File: src/hdl/ps2_set1_scancode_event_queue_assert.svh
// ----------------------------------------------------------------------------
// PS/2 Set 1 event queue assertion macros
// Shared concurrent assertion forms for the event queue RTL.
// ----------------------------------------------------------------------------
`ifndef PS2_SET1_SCANCODE_EVENT_QUEUE_ASSERT_SVH
`define PS2_SET1_SCANCODE_EVENT_QUEUE_ASSERT_SVH

// same-cycle implication
`define PS2S1_ASSERT_SAME(label, clk, rst, ante, cons) \
   label: assert property (@(posedge clk) disable iff (rst) (ante) |-> (cons)) \
      else $error("ps2s1 assertion failed");

// next-cycle implication
`define PS2S1_ASSERT_NEXT(label, clk, rst, ante, cons) \
   label: assert property (@(posedge clk) disable iff (rst) (ante) |=> (cons)) \
      else $error("ps2s1 assertion failed");

`endif

File: src/hdl/ps2s1_pkg.sv
// ----------------------------------------------------------------------------
// ps2s1_pkg
// Types, codes and scancode tables for the PS/2 Set 1 event queue.
// ----------------------------------------------------------------------------
`timescale 1ns / 1ps
`default_nettype none

package ps2s1_pkg;

   localparam int QUEUE_DEPTH_DEFAULT = 64;
   localparam int CMD_FIFO_DEPTH      = 2;

   localparam logic [5:0] KC_LCTRL  = 6'd5;
   localparam logic [5:0] KC_LSHIFT = 6'd6;
   localparam logic [5:0] KC_RSHIFT = 6'd7;
   localparam logic [5:0] KC_LALT   = 6'd8;
   localparam logic [5:0] KC_CAPS   = 6'd10;

   localparam logic MODE_SCAN = 1'b0;
   localparam logic MODE_READ = 1'b1;

   typedef enum logic [2:0] {
      ST_QUEUED   = 3'd0,
      ST_MODIFIER = 3'd1,
      ST_DROPPED  = 3'd2,
      ST_POPPED   = 3'd3,
      ST_EMPTY    = 3'd4
   } status_type;

   typedef enum logic [1:0] {
      OP_PUSH = 2'd0,
      OP_MOD  = 2'd1,
      OP_POP  = 2'd2
   } op_type;

   typedef struct packed {
      logic       mode;
      logic [7:0] scan_byte;
   } req_type;

   typedef struct packed {
      logic       caps_flag;
      logic       alt_flag;
      logic       ctrl_flag;
      logic       shift_flag;
      logic       key_pressed;
      logic [6:0] ascii_char;
      logic [5:0] key_code;
   } event_type;

   typedef struct packed {
      logic [2:0] status;
      logic [5:0] key_code;
      logic [6:0] ascii_char;
      logic       key_pressed;
      logic       shift_flag;
      logic       ctrl_flag;
      logic       alt_flag;
      logic       caps_flag;
      logic       queue_not_empty;
   } rsp_type;

   typedef struct packed {
      op_type    op;
      event_type evt;
   } cmd_type;

   function automatic logic [5:0] key_code_lookup(input logic [6:0] sc);
      logic [5:0] kc;
      unique case (sc)
         7'h01:   kc = 6'd1;
         7'h0E:   kc = 6'd2;
         7'h0F:   kc = 6'd3;
         7'h1C:   kc = 6'd4;
         7'h1D:   kc = 6'd5;
         7'h2A:   kc = 6'd6;
         7'h36:   kc = 6'd7;
         7'h38:   kc = 6'd8;
         7'h39:   kc = 6'd9;
         7'h3A:   kc = 6'd10;
         7'h3B:   kc = 6'd11;
         7'h3C:   kc = 6'd12;
         7'h3D:   kc = 6'd13;
         7'h3E:   kc = 6'd14;
         7'h3F:   kc = 6'd15;
         7'h40:   kc = 6'd16;
         7'h41:   kc = 6'd17;
         7'h42:   kc = 6'd18;
         7'h43:   kc = 6'd19;
         7'h44:   kc = 6'd20;
         7'h45:   kc = 6'd21;
         7'h46:   kc = 6'd22;
         7'h47:   kc = 6'd23;
         7'h48:   kc = 6'd24;
         7'h49:   kc = 6'd25;
         7'h4B:   kc = 6'd26;
         7'h4D:   kc = 6'd27;
         7'h4F:   kc = 6'd28;
         7'h50:   kc = 6'd29;
         7'h51:   kc = 6'd30;
         7'h52:   kc = 6'd31;
         7'h53:   kc = 6'd32;
         7'h57:   kc = 6'd33;
         7'h58:   kc = 6'd34;
         default: kc = 6'd0;
      endcase
      return kc;
   endfunction

   function automatic logic [6:0] lower_char(input logic [6:0] sc);
      logic [6:0] ch;
      unique case (sc)
         7'h02: ch = 7'h31;  7'h03: ch = 7'h32;  7'h04: ch = 7'h33;
         7'h05: ch = 7'h34;  7'h06: ch = 7'h35;  7'h07: ch = 7'h36;
         7'h08: ch = 7'h37;  7'h09: ch = 7'h38;  7'h0A: ch = 7'h39;
         7'h0B: ch = 7'h30;  7'h0C: ch = 7'h2D;  7'h0D: ch = 7'h3D;
         7'h0E: ch = 7'h08;  7'h0F: ch = 7'h09;
         7'h10: ch = 7'h71;  7'h11: ch = 7'h77;  7'h12: ch = 7'h65;
         7'h13: ch = 7'h72;  7'h14: ch = 7'h74;  7'h15: ch = 7'h79;
         7'h16: ch = 7'h75;  7'h17: ch = 7'h69;  7'h18: ch = 7'h6F;
         7'h19: ch = 7'h70;  7'h1A: ch = 7'h5B;  7'h1B: ch = 7'h5D;
         7'h1E: ch = 7'h61;  7'h1F: ch = 7'h73;  7'h20: ch = 7'h64;
         7'h21: ch = 7'h66;  7'h22: ch = 7'h67;  7'h23: ch = 7'h68;
         7'h24: ch = 7'h6A;  7'h25: ch = 7'h6B;  7'h26: ch = 7'h6C;
         7'h27: ch = 7'h3B;  7'h28: ch = 7'h27;  7'h29: ch = 7'h60;
         7'h2B: ch = 7'h5C;
         7'h2C: ch = 7'h7A;  7'h2D: ch = 7'h78;  7'h2E: ch = 7'h63;
         7'h2F: ch = 7'h76;  7'h30: ch = 7'h62;  7'h31: ch = 7'h6E;
         7'h32: ch = 7'h6D;  7'h33: ch = 7'h2C;  7'h34: ch = 7'h2E;
         7'h35: ch = 7'h2F;  7'h37: ch = 7'h2A;  7'h39: ch = 7'h20;
         default: ch = 7'h00;
      endcase
      return ch;
   endfunction

   function automatic logic [6:0] upper_char(input logic [6:0] sc);
      logic [6:0] ch;
      unique case (sc)
         7'h02: ch = 7'h21;  7'h03: ch = 7'h40;  7'h04: ch = 7'h23;
         7'h05: ch = 7'h24;  7'h06: ch = 7'h25;  7'h07: ch = 7'h5E;
         7'h08: ch = 7'h26;  7'h09: ch = 7'h2A;  7'h0A: ch = 7'h28;
         7'h0B: ch = 7'h29;  7'h0C: ch = 7'h5F;  7'h0D: ch = 7'h2B;
         7'h0E: ch = 7'h08;  7'h0F: ch = 7'h09;
         7'h10: ch = 7'h51;  7'h11: ch = 7'h57;  7'h12: ch = 7'h45;
         7'h13: ch = 7'h52;  7'h14: ch = 7'h54;  7'h15: ch = 7'h59;
         7'h16: ch = 7'h55;  7'h17: ch = 7'h49;  7'h18: ch = 7'h4F;
         7'h19: ch = 7'h50;  7'h1A: ch = 7'h7B;  7'h1B: ch = 7'h7D;
         7'h1C: ch = 7'h0A;
         7'h1E: ch = 7'h41;  7'h1F: ch = 7'h53;  7'h20: ch = 7'h44;
         7'h21: ch = 7'h46;  7'h22: ch = 7'h47;  7'h23: ch = 7'h48;
         7'h24: ch = 7'h4A;  7'h25: ch = 7'h4B;  7'h26: ch = 7'h4C;
         7'h27: ch = 7'h3A;  7'h28: ch = 7'h22;  7'h29: ch = 7'h7E;
         7'h2B: ch = 7'h7C;
         7'h2C: ch = 7'h5A;  7'h2D: ch = 7'h58;  7'h2E: ch = 7'h43;
         7'h2F: ch = 7'h56;  7'h30: ch = 7'h42;  7'h31: ch = 7'h4E;
         7'h32: ch = 7'h4D;  7'h33: ch = 7'h3C;  7'h34: ch = 7'h3E;
         7'h35: ch = 7'h3F;  7'h37: ch = 7'h2A;  7'h39: ch = 7'h20;
         default: ch = 7'h00;
      endcase
      return ch;
   endfunction

endpackage

`default_nettype wire

File: src/hdl/ps2_set1_scancode_event_queue.sv
// PS/2 Set 1 scancode event queue. Takes one request transfer per cycle while
// req_stall is low and returns exactly one response transfer per request, in
// request order. A scancode request updates shift/ctrl/alt/caps state or queues
// a key event; a read request pops the oldest event. The ring holds
// QUEUE_DEPTH - 1 events and drops new ones when full. A request passes through
// a two-entry command FIFO between decode and the ring, then the response
// register; these keep the input taking requests while a response waits. The
// event store needs no clearing after reset.
// ----------------------------------------------------------------------------
// ps2_set1_scancode_event_queue
// Top level: decode front, command FIFO and event ring back end.
// ----------------------------------------------------------------------------
`timescale 1ns / 1ps
`default_nettype none

module ps2_set1_scancode_event_queue #(
   parameter int QUEUE_DEPTH = ps2s1_pkg::QUEUE_DEPTH_DEFAULT
) (
   input  wire                 clock,
   input  wire                 reset,
   input  wire                 req_valid,
   output logic                req_stall,
   input  ps2s1_pkg::req_type  req,
   output logic                rsp_valid,
   input  wire                 rsp_stall,
   output ps2s1_pkg::rsp_type  rsp
);
   import ps2s1_pkg::*;

   cmd_type front_cmd, back_cmd;
   logic    front_valid, front_ready;
   logic    back_valid, back_ready;

   ps2s1_front u_front (
      .clock     (clock),
      .reset     (reset),
      .req_valid (req_valid),
      .req_stall (req_stall),
      .req       (req),
      .cmd_valid (front_valid),
      .cmd_ready (front_ready),
      .cmd       (front_cmd)
   );

   ps2s1_cmd_fifo u_fifo (
      .clock      (clock),
      .reset      (reset),
      .push_valid (front_valid),
      .push_ready (front_ready),
      .push_data  (front_cmd),
      .pop_valid  (back_valid),
      .pop_ready  (back_ready),
      .pop_data   (back_cmd)
   );

   ps2s1_back #(
      .QUEUE_DEPTH (QUEUE_DEPTH)
   ) u_back (
      .clock     (clock),
      .reset     (reset),
      .cmd_valid (back_valid),
      .cmd_ready (back_ready),
      .cmd       (back_cmd),
      .rsp_valid (rsp_valid),
      .rsp_stall (rsp_stall),
      .rsp       (rsp)
   );

endmodule

`default_nettype wire

File: src/hdl/ps2s1_front.sv
// ----------------------------------------------------------------------------
// ps2s1_front
// Takes request transfers, decodes scancodes, tracks modifier state and
// issues push / modifier / pop commands to the command FIFO.
// ----------------------------------------------------------------------------
`timescale 1ns / 1ps
`default_nettype none

module ps2s1_front (
   input  wire                 clock,
   input  wire                 reset,
   input  wire                 req_valid,
   output logic                req_stall,
   input  ps2s1_pkg::req_type  req,
   output logic                cmd_valid,
   input  wire                 cmd_ready,
   output ps2s1_pkg::cmd_type  cmd
);
   import ps2s1_pkg::*;

   logic       shift_ff, shift_in;
   logic       ctrl_ff, ctrl_in;
   logic       alt_ff, alt_in;
   logic       caps_ff, caps_in;
   logic       accept;
   logic [6:0] sc;
   logic       pressed;
   logic [5:0] kc;
   logic       is_shift, is_ctrl, is_alt, is_caps;

   assign req_stall = !cmd_ready;
   assign cmd_valid = req_valid;
   assign accept    = req_valid && cmd_ready;

   assign sc       = req.scan_byte[6:0];
   assign pressed  = !req.scan_byte[7];
   assign kc       = key_code_lookup(sc);
   assign is_shift = (kc == KC_LSHIFT) || (kc == KC_RSHIFT);
   assign is_ctrl  = (kc == KC_LCTRL);
   assign is_alt   = (kc == KC_LALT);
   assign is_caps  = (kc == KC_CAPS);

   always_comb begin
      cmd.evt.key_code    = kc;
      cmd.evt.ascii_char  = (shift_ff ^ caps_ff) ? upper_char(sc) : lower_char(sc);
      cmd.evt.key_pressed = pressed;
      cmd.evt.shift_flag  = shift_ff;
      cmd.evt.ctrl_flag   = ctrl_ff;
      cmd.evt.alt_flag    = alt_ff;
      cmd.evt.caps_flag   = caps_ff;
      if (req.mode == MODE_READ) begin
         cmd.op = OP_POP;
      end else if (is_shift || is_ctrl || is_alt || is_caps) begin
         cmd.op = OP_MOD;
      end else begin
         cmd.op = OP_PUSH;
      end
   end

   always_comb begin
      shift_in = shift_ff;
      ctrl_in  = ctrl_ff;
      alt_in   = alt_ff;
      caps_in  = caps_ff;
      if (accept && (req.mode == MODE_SCAN)) begin
         if (is_shift) begin
            shift_in = pressed;
         end
         if (is_ctrl) begin
            ctrl_in = pressed;
         end
         if (is_alt) begin
            alt_in = pressed;
         end
         if (is_caps && pressed) begin
            caps_in = !caps_ff;
         end
      end
   end

   always_ff @(posedge clock) begin
      if (reset) begin
         shift_ff <= 1'b0;
         ctrl_ff  <= 1'b0;
         alt_ff   <= 1'b0;
         caps_ff  <= 1'b0;
      end else begin
         shift_ff <= shift_in;
         ctrl_ff  <= ctrl_in;
         alt_ff   <= alt_in;
         caps_ff  <= caps_in;
      end
   end

endmodule

`default_nettype wire

File: src/hdl/ps2s1_cmd_fifo.sv
// ----------------------------------------------------------------------------
// ps2s1_cmd_fifo
// Two-entry command FIFO decoupling the decode front from the queue back.
// ----------------------------------------------------------------------------
`timescale 1ns / 1ps
`default_nettype none

module ps2s1_cmd_fifo (
   input  wire                 clock,
   input  wire                 reset,
   input  wire                 push_valid,
   output logic                push_ready,
   input  ps2s1_pkg::cmd_type  push_data,
   output logic                pop_valid,
   input  wire                 pop_ready,
   output ps2s1_pkg::cmd_type  pop_data
);
   import ps2s1_pkg::*;

   localparam int IDX_W = $clog2(CMD_FIFO_DEPTH);
   localparam int CNT_W = $clog2(CMD_FIFO_DEPTH + 1);

   cmd_type            slot_ff [CMD_FIFO_DEPTH];
   logic [IDX_W-1:0]   wr_idx_ff, wr_idx_in;
   logic [IDX_W-1:0]   rd_idx_ff, rd_idx_in;
   logic [CNT_W-1:0]   count_ff, count_in;
   logic               do_push, do_pop;

   assign push_ready = (count_ff != CNT_W'(CMD_FIFO_DEPTH));
   assign pop_valid  = (count_ff != '0);
   assign pop_data   = slot_ff[rd_idx_ff];
   assign do_push    = push_valid && push_ready;
   assign do_pop     = pop_valid && pop_ready;

   always_comb begin
      wr_idx_in = wr_idx_ff;
      rd_idx_in = rd_idx_ff;
      count_in  = count_ff;
      if (do_push) begin
         wr_idx_in = (wr_idx_ff == IDX_W'(CMD_FIFO_DEPTH - 1)) ? '0 : wr_idx_ff + IDX_W'(1);
      end
      if (do_pop) begin
         rd_idx_in = (rd_idx_ff == IDX_W'(CMD_FIFO_DEPTH - 1)) ? '0 : rd_idx_ff + IDX_W'(1);
      end
      if (do_push && !do_pop) begin
         count_in = count_ff + CNT_W'(1);
      end else if (do_pop && !do_push) begin
         count_in = count_ff - CNT_W'(1);
      end
   end

   always_ff @(posedge clock) begin
      if (reset) begin
         wr_idx_ff <= '0;
         rd_idx_ff <= '0;
         count_ff  <= '0;
      end else begin
         wr_idx_ff <= wr_idx_in;
         rd_idx_ff <= rd_idx_in;
         count_ff  <= count_in;
      end
   end

   always_ff @(posedge clock) begin
      if (do_push) begin
         slot_ff[wr_idx_ff] <= push_data;
      end
   end

endmodule

`default_nettype wire

File: src/hdl/ps2s1_back.sv
// ----------------------------------------------------------------------------
// ps2s1_back
// Event ring queue: pushes, pops and drops events, registers the response.
// ----------------------------------------------------------------------------
`timescale 1ns / 1ps
`default_nettype none
`include "ps2_set1_scancode_event_queue_assert.svh"

module ps2s1_back #(
   parameter int QUEUE_DEPTH = ps2s1_pkg::QUEUE_DEPTH_DEFAULT
) (
   input  wire                 clock,
   input  wire                 reset,
   input  wire                 cmd_valid,
   output logic                cmd_ready,
   input  ps2s1_pkg::cmd_type  cmd,
   output logic                rsp_valid,
   input  wire                 rsp_stall,
   output ps2s1_pkg::rsp_type  rsp
);
   import ps2s1_pkg::*;

   localparam int PTR_W = $clog2(QUEUE_DEPTH);

   event_type          store [QUEUE_DEPTH];
   event_type          rd_data_ff;
   logic [PTR_W-1:0]   wr_ptr_ff, wr_ptr_in;
   logic [PTR_W-1:0]   rd_ptr_ff, rd_ptr_in;
   logic [PTR_W-1:0]   wr_next, rd_next;
   logic               rsp_valid_ff, rsp_valid_in;
   status_type         status_ff, status_in;
   logic               not_empty_ff, not_empty_in;
   logic               fire, empty, full, mem_we, mem_re;

   assign cmd_ready = !rsp_valid_ff || !rsp_stall;
   assign fire      = cmd_valid && cmd_ready;
   assign empty     = (wr_ptr_ff == rd_ptr_ff);
   assign wr_next   = (wr_ptr_ff == PTR_W'(QUEUE_DEPTH - 1)) ? '0 : wr_ptr_ff + PTR_W'(1);
   assign rd_next   = (rd_ptr_ff == PTR_W'(QUEUE_DEPTH - 1)) ? '0 : rd_ptr_ff + PTR_W'(1);
   assign full      = (wr_next == rd_ptr_ff);

   always_comb begin
      wr_ptr_in    = wr_ptr_ff;
      rd_ptr_in    = rd_ptr_ff;
      status_in    = status_ff;
      mem_we       = 1'b0;
      mem_re       = 1'b0;
      rsp_valid_in = rsp_valid_ff && rsp_stall;
      if (fire) begin
         rsp_valid_in = 1'b1;
         unique case (cmd.op)
            OP_POP: begin
               if (empty) begin
                  status_in = ST_EMPTY;
               end else begin
                  status_in = ST_POPPED;
                  mem_re    = 1'b1;
                  rd_ptr_in = rd_next;
               end
            end
            OP_PUSH: begin
               if (full) begin
                  status_in = ST_DROPPED;
               end else begin
                  status_in = ST_QUEUED;
                  mem_we    = 1'b1;
                  wr_ptr_in = wr_next;
               end
            end
            OP_MOD: begin
               status_in = ST_MODIFIER;
            end
            default: begin
               status_in = ST_MODIFIER;
            end
         endcase
      end
      not_empty_in = fire ? (wr_ptr_in != rd_ptr_in) : not_empty_ff;
   end

   always_ff @(posedge clock) begin
      if (reset) begin
         wr_ptr_ff    <= '0;
         rd_ptr_ff    <= '0;
         rsp_valid_ff <= 1'b0;
      end else begin
         wr_ptr_ff    <= wr_ptr_in;
         rd_ptr_ff    <= rd_ptr_in;
         rsp_valid_ff <= rsp_valid_in;
      end
   end

   always_ff @(posedge clock) begin
      status_ff    <= status_in;
      not_empty_ff <= not_empty_in;
   end

   always_ff @(posedge clock) begin
      if (mem_we) begin
         store[wr_ptr_ff] <= cmd.evt;
      end
      if (mem_re) begin
         rd_data_ff <= store[rd_ptr_ff];
      end
   end

   always_comb begin
      rsp                 = '0;
      rsp.status          = status_ff;
      rsp.queue_not_empty = not_empty_ff;
      if (status_ff == ST_POPPED) begin
         rsp.key_code    = rd_data_ff.key_code;
         rsp.ascii_char  = rd_data_ff.ascii_char;
         rsp.key_pressed = rd_data_ff.key_pressed;
         rsp.shift_flag  = rd_data_ff.shift_flag;
         rsp.ctrl_flag   = rd_data_ff.ctrl_flag;
         rsp.alt_flag    = rd_data_ff.alt_flag;
         rsp.caps_flag   = rd_data_ff.caps_flag;
      end
   end

   assign rsp_valid = rsp_valid_ff;

   `PS2S1_ASSERT_NEXT(a_fire_gives_rsp, clock, reset, fire, rsp_valid_ff)
   `PS2S1_ASSERT_NEXT(a_empty_pop, clock, reset, fire && (cmd.op == OP_POP) && empty,
                      (status_ff == ST_EMPTY) && $stable(rd_ptr_ff))
   `PS2S1_ASSERT_NEXT(a_full_drop, clock, reset, fire && (cmd.op == OP_PUSH) && full,
                      (status_ff == ST_DROPPED) && $stable(wr_ptr_ff))
   `PS2S1_ASSERT_SAME(a_no_overrun, clock, reset, mem_we, wr_next != rd_ptr_ff)

endmodule

`default_nettype wire

File: config.mk
export PLATFORM = sky130hd
export DESIGN_NAME = ps2_set1_scancode_event_queue
export DESIGN_NICKNAME = d
export VERILOG_FILES = /design/src/hdl/ps2s1_pkg.sv /design/src/hdl/ps2_set1_scancode_event_queue.sv /design/src/hdl/ps2s1_front.sv /design/src/hdl/ps2s1_cmd_fifo.sv /design/src/hdl/ps2s1_back.sv
export VERILOG_INCLUDE_DIRS = /design/src /design/src/hdl
export SDC_FILE = /design/constraint.sdc
export NUM_CORES = 1
export LEC_CHECK = 0
export BUFFER_PORTS_ARGS = -buffer_cell sky130_fd_sc_hd__buf_2
export CELL_PAD_IN_SITES_DETAIL_PLACEMENT = 0
export CELL_PAD_IN_SITES_GLOBAL_PLACEMENT = 2
export CORE_ASPECT_RATIO = 0.6
export CORE_MARGIN = 3
export CORE_UTILIZATION = 30
export DETAILED_ROUTE_END_ITERATION = 10
export MAX_ROUTING_LAYER = met4
export PLACE_DENSITY_LB_ADDON = 0.05
export SETUP_SLACK_MARGIN = 0.15
export SLEW_MARGIN = 0
export SYNTH_ARGS = -nofsm -noshare
export SYNTH_HDL_FRONTEND = slang
export SYNTH_HIERARCHICAL = 1
export SYNTH_SLANG_ARGS = --single-unit
File: constraint.sdc
create_clock -name clock -period 10.9 [get_ports clock]
set_input_delay 1.635 -clock clock [delete_from_list [all_inputs] [get_ports clock]]
set_output_delay 1.635 -clock clock [all_outputs]
set_load 0.02 [all_outputs]
==> impl_metrics.env <==
export IMPL_worst_slack_ns=5.66
export IMPL_drt_pass1_iterations=5
export IMPL_path_max_fanout=21
export IMPL_rows=114
export IMPL_pwr_share_clk_pct=38.0
export IMPL_crit_type="register to register"
export IMPL_dp_final_hpwl_um=84700
export IMPL_drt_total_wl_um=144000
export IMPL_synthTopCellsByCount="edfxtp_1, mux4_2, nor2_1"
export IMPL_synth_cell_types=85
export IMPL_area_delta_synth_final_pct=14.4
export IMPL_final_hold_viol_count=0
export IMPL_clkSlewWorstSetupHoldPaths_ns=0.07
export IMPL_p_sw_share_pct=24.9
export IMPL_start_kind="register"
export IMPL_synth_nets=2302
export IMPL_drt_iter0_drc=2344
export IMPL_hold_depth=0
export IMPL_synth_top_area_share_pct=73.7
export IMPL_p_seq_share_pct=51.3
export IMPL_p_leak_nw=16.9
export IMPL_antenna_found_initial=25
export IMPL_htreeDepth=3
export IMPL_cts_hold_buf=0
export IMPL_arrival_ns=5.59
export IMPL_yosysTopAreaCell="edfxtp_1"
export IMPL_die_height_um=321
export IMPL_hold_slack_ns=0.468
export IMPL_finalNonFillerCells=4623
export IMPL_synth_most_common_cell="edfxtp_1"
export IMPL_drc_errors=0
export IMPL_ant_nets=0
export IMPL_grt_pass1_wl_um=201000
export IMPL_via_per_inst=5.14
export IMPL_floorplan_initialDensity_pct=30.5
export IMPL_hold_path_class="register to register"
export IMPL_wire_per_inst_um=31.2
export IMPL_io_buffers=36
export IMPL_grt_pass1_vias=23984
export IMPL_synth_cells=2273
export IMPL_die_area_um2=170000
export IMPL_place_inst=4388
export IMPL_synth_avg_cell_area_um2=21.8
export IMPL_cts_buffer_depth=3
export IMPL_powerDensity_nw_per_um2=199
export IMPL_cts_sinks=1236
export IMPL_yosysWarnings=6
export IMPL_reg2reg_depth=8
export IMPL_fin_nets=2394
export IMPL_power_frac_comb_pct=10.7
export IMPL_synth_flop_cell="edfxtp_1"
export IMPL_vias=23764
export IMPL_p_int_mw=8.47
export IMPL_cts_repair_resized=0
export IMPL_finalCritPeriodShare_pct=48.0
export IMPL_yosysSeqAreaShare_pct=74.6
export IMPL_max_freq_mhz=191
export IMPL_gr_usage_all_layers_pct=17.6
export IMPL_clkLatencyLatePin_ns=0.75
export IMPL_postCtsSetupBuffers=0
export IMPL_post_place_ws_ns=5.63
export IMPL_period_needed_ns=5.24
export IMPL_required_ns=11.25
export IMPL_pin_count=37
export IMPL_overflow=0
export IMPL_root_buffer="clkbuf_16"
export IMPL_die_x_um=530
export IMPL_coreArea_um2=162000
export IMPL_grt_start_max_net_pins=149
export IMPL_finish_utilization_pct=34.8
export IMPL_drv_cap=0
export IMPL_relSlewSlack_pct=17.3
export IMPL_synthArstFlopShare_pct=0
export IMPL_n_fill_cell=14918
export IMPL_setup_violations_final=0
export IMPL_drive_gt1_share_pct=31.8
export IMPL_drv_slew=0
export IMPL_vdd_ir_drop_max_uv=160
export IMPL_synth_area_leaders="edfxtp_1, mux4_2, dfxtp_1"
export IMPL_synth_area_um2=49500
export IMPL_synth_edf_count=1214
export IMPL_rsz0062_at_grt="false"
export IMPL_ys_seq_elements=1236
export IMPL_endpoint_kind="register"
export IMPL_power_switching_mw=2.80
export IMPL_cts_tree="done"
export IMPL_cts_made_buffers=121
export IMPL_status="completed"
export IMPL_gp_congestion=0.784
export IMPL_tightest_slew_ns=1.24
export IMPL_clock_skew_final_ns=0.0292
export IMPL_fin_tns_setup_ns=0
==> registers in the layout (all words and copies together) (netlist names), named ones only <==
signal               count
u_front/shift_ff         1
u_back/status_ff         3
u_front/caps_ff          1
u_front/ctrl_ff          1
u_front/alt_ff           1
u_back/rd_ptr_ff         6
u_back/rsp_valid         1
u_fifo/slot_ff          40
u_back/store          1152
u_back/wr_ptr_ff         6
u_back/rd_data_ff       18
u_fifo/wr_idx_ff         1
u_fifo/count_ff          2
u_back/not_empty_ff      1
u_fifo/rd_idx_ff         1
==> cell usage in the layout (no fill, tap or decap), drive strengths merged, types with 7 or more instances in the layout <==
| cell type | instances |
|---|---|
| a21oi | 28 |
| a31oi | 10 |
| and2 | 25 |
| buf | 117 |
| bufinv | 15 |
| clkbuf | 153 |
| clkinv | 50 |
| dfxtp | 22 |
| diode | 9 |
| edfxtp | 1214 |
| ha | 16 |
| inv | 23 |
| mux2 | 28 |
| mux2i | 7 |
| mux4 | 379 |
| nand2 | 32 |
| nand2b | 15 |
| nand3 | 18 |
| nor2 | 106 |
| nor2b | 13 |
| nor3 | 20 |
| nor4 | 15 |
| o21ai | 25 |
| xnor2 | 10 |
| xor2 | 12 |
==> cell type report <==
cell class | count | area, µm² | share of cell area (%)
clock buffer | 153 | 3230 | 5.71
timing repair buffer | 117 | 838 | 1.48
antenna | 9 | 22.5 | 0.0398
inverter | 19 | 73.8 | 0.130
sequential | 1236 | 36900 | 65.2
multi-input combinational | 870 | 12000 | 21.3
tap | 2146 | 2690 | 4.75
clock inverter | 73 | 779 | 1.38
==> kinds of logic (layout without fill, tap and decap cells) <==
family / after synthesis / after routing / synth area share [%]
flip-flops: 1236 / 1236 / 74.6
adder cells (fa/ha/maj): 16 / 16 / 0.405
other: 0 / 9 / 0
AO/OA/AOI/OAI: 129 / 129 / 1.87
XOR/XNOR: 22 / 22 / 0.405
buffers and inverters: 167 / 362 / 1.60
AND/OR/NAND/NOR: 289 / 289 / 3.07
multiplexers: 414 / 414 / 18.1
==> worst paths after layout <==
path | startpoint | to | slack [ns]
max | u_back/wr_ptr_ff[2] | u_back/store[25][5] | 5.66
min | u_front/ctrl_ff | u_fifo/slot_ff[1][15] | 0.47
max reg2reg | u_back/wr_ptr_ff[2] | u_back/store[25][5] | 5.66
min reg2reg | u_front/ctrl_ff | u_fifo/slot_ff[1][15] | 0.47
==> power by group through the flow <==
| stage | logic [mW] | clock network [mW] | registers, mW |
|---|---|---|---|
| CTS | 1.26 | 4.42 | 5.78 |
| detailed placement | 1.27 | 0 | 5.89 |
| finish | 1.21 | 4.28 | 5.78 |
| floorplan | 0.636 | 0 | 5.86 |
| global placement | 1.22 | 0 | 5.88 |
| global route | 1.34 | 4.61 | 5.79 |
==> per-layer routing <==
| metal | vias to the layer above | global-route usage (%) | share of wire [%] |
|---|---|---|---|
| met1 | 13190 | 28.2 | 52 |
| met3 | 153 | 2.47 | 5.4 |
| met4 | 0 | 3.11 | 1.5 |
| met5 | - | - | 0 |
| li1 | 9772 | - | - |
| met2 | 649 | 23.5 | 41 |
==> critical path, stage by stage, from the launching register on <==
cell and delay [ns]:
dfxtp_1 0.99, nand3_1 0.78, and2_1 0.43, o311a_1 0.38, nand3_2 0.12, o31ai_4 0.11, inv_1 0.15, nand3_1 0.68
nor2_2 1.19
==> metrics by stage <==
step	instance area, µm²	power (mW)
6_report	56600	11.3
2_1_floorplan	49500	6.50
4_1_cts	56600	11.5
3_3_place_gp	52600	7.11
3_5_place_dp	52600	7.15
5_1_grt	56600	11.7
(Power assumes the default switching activity.)
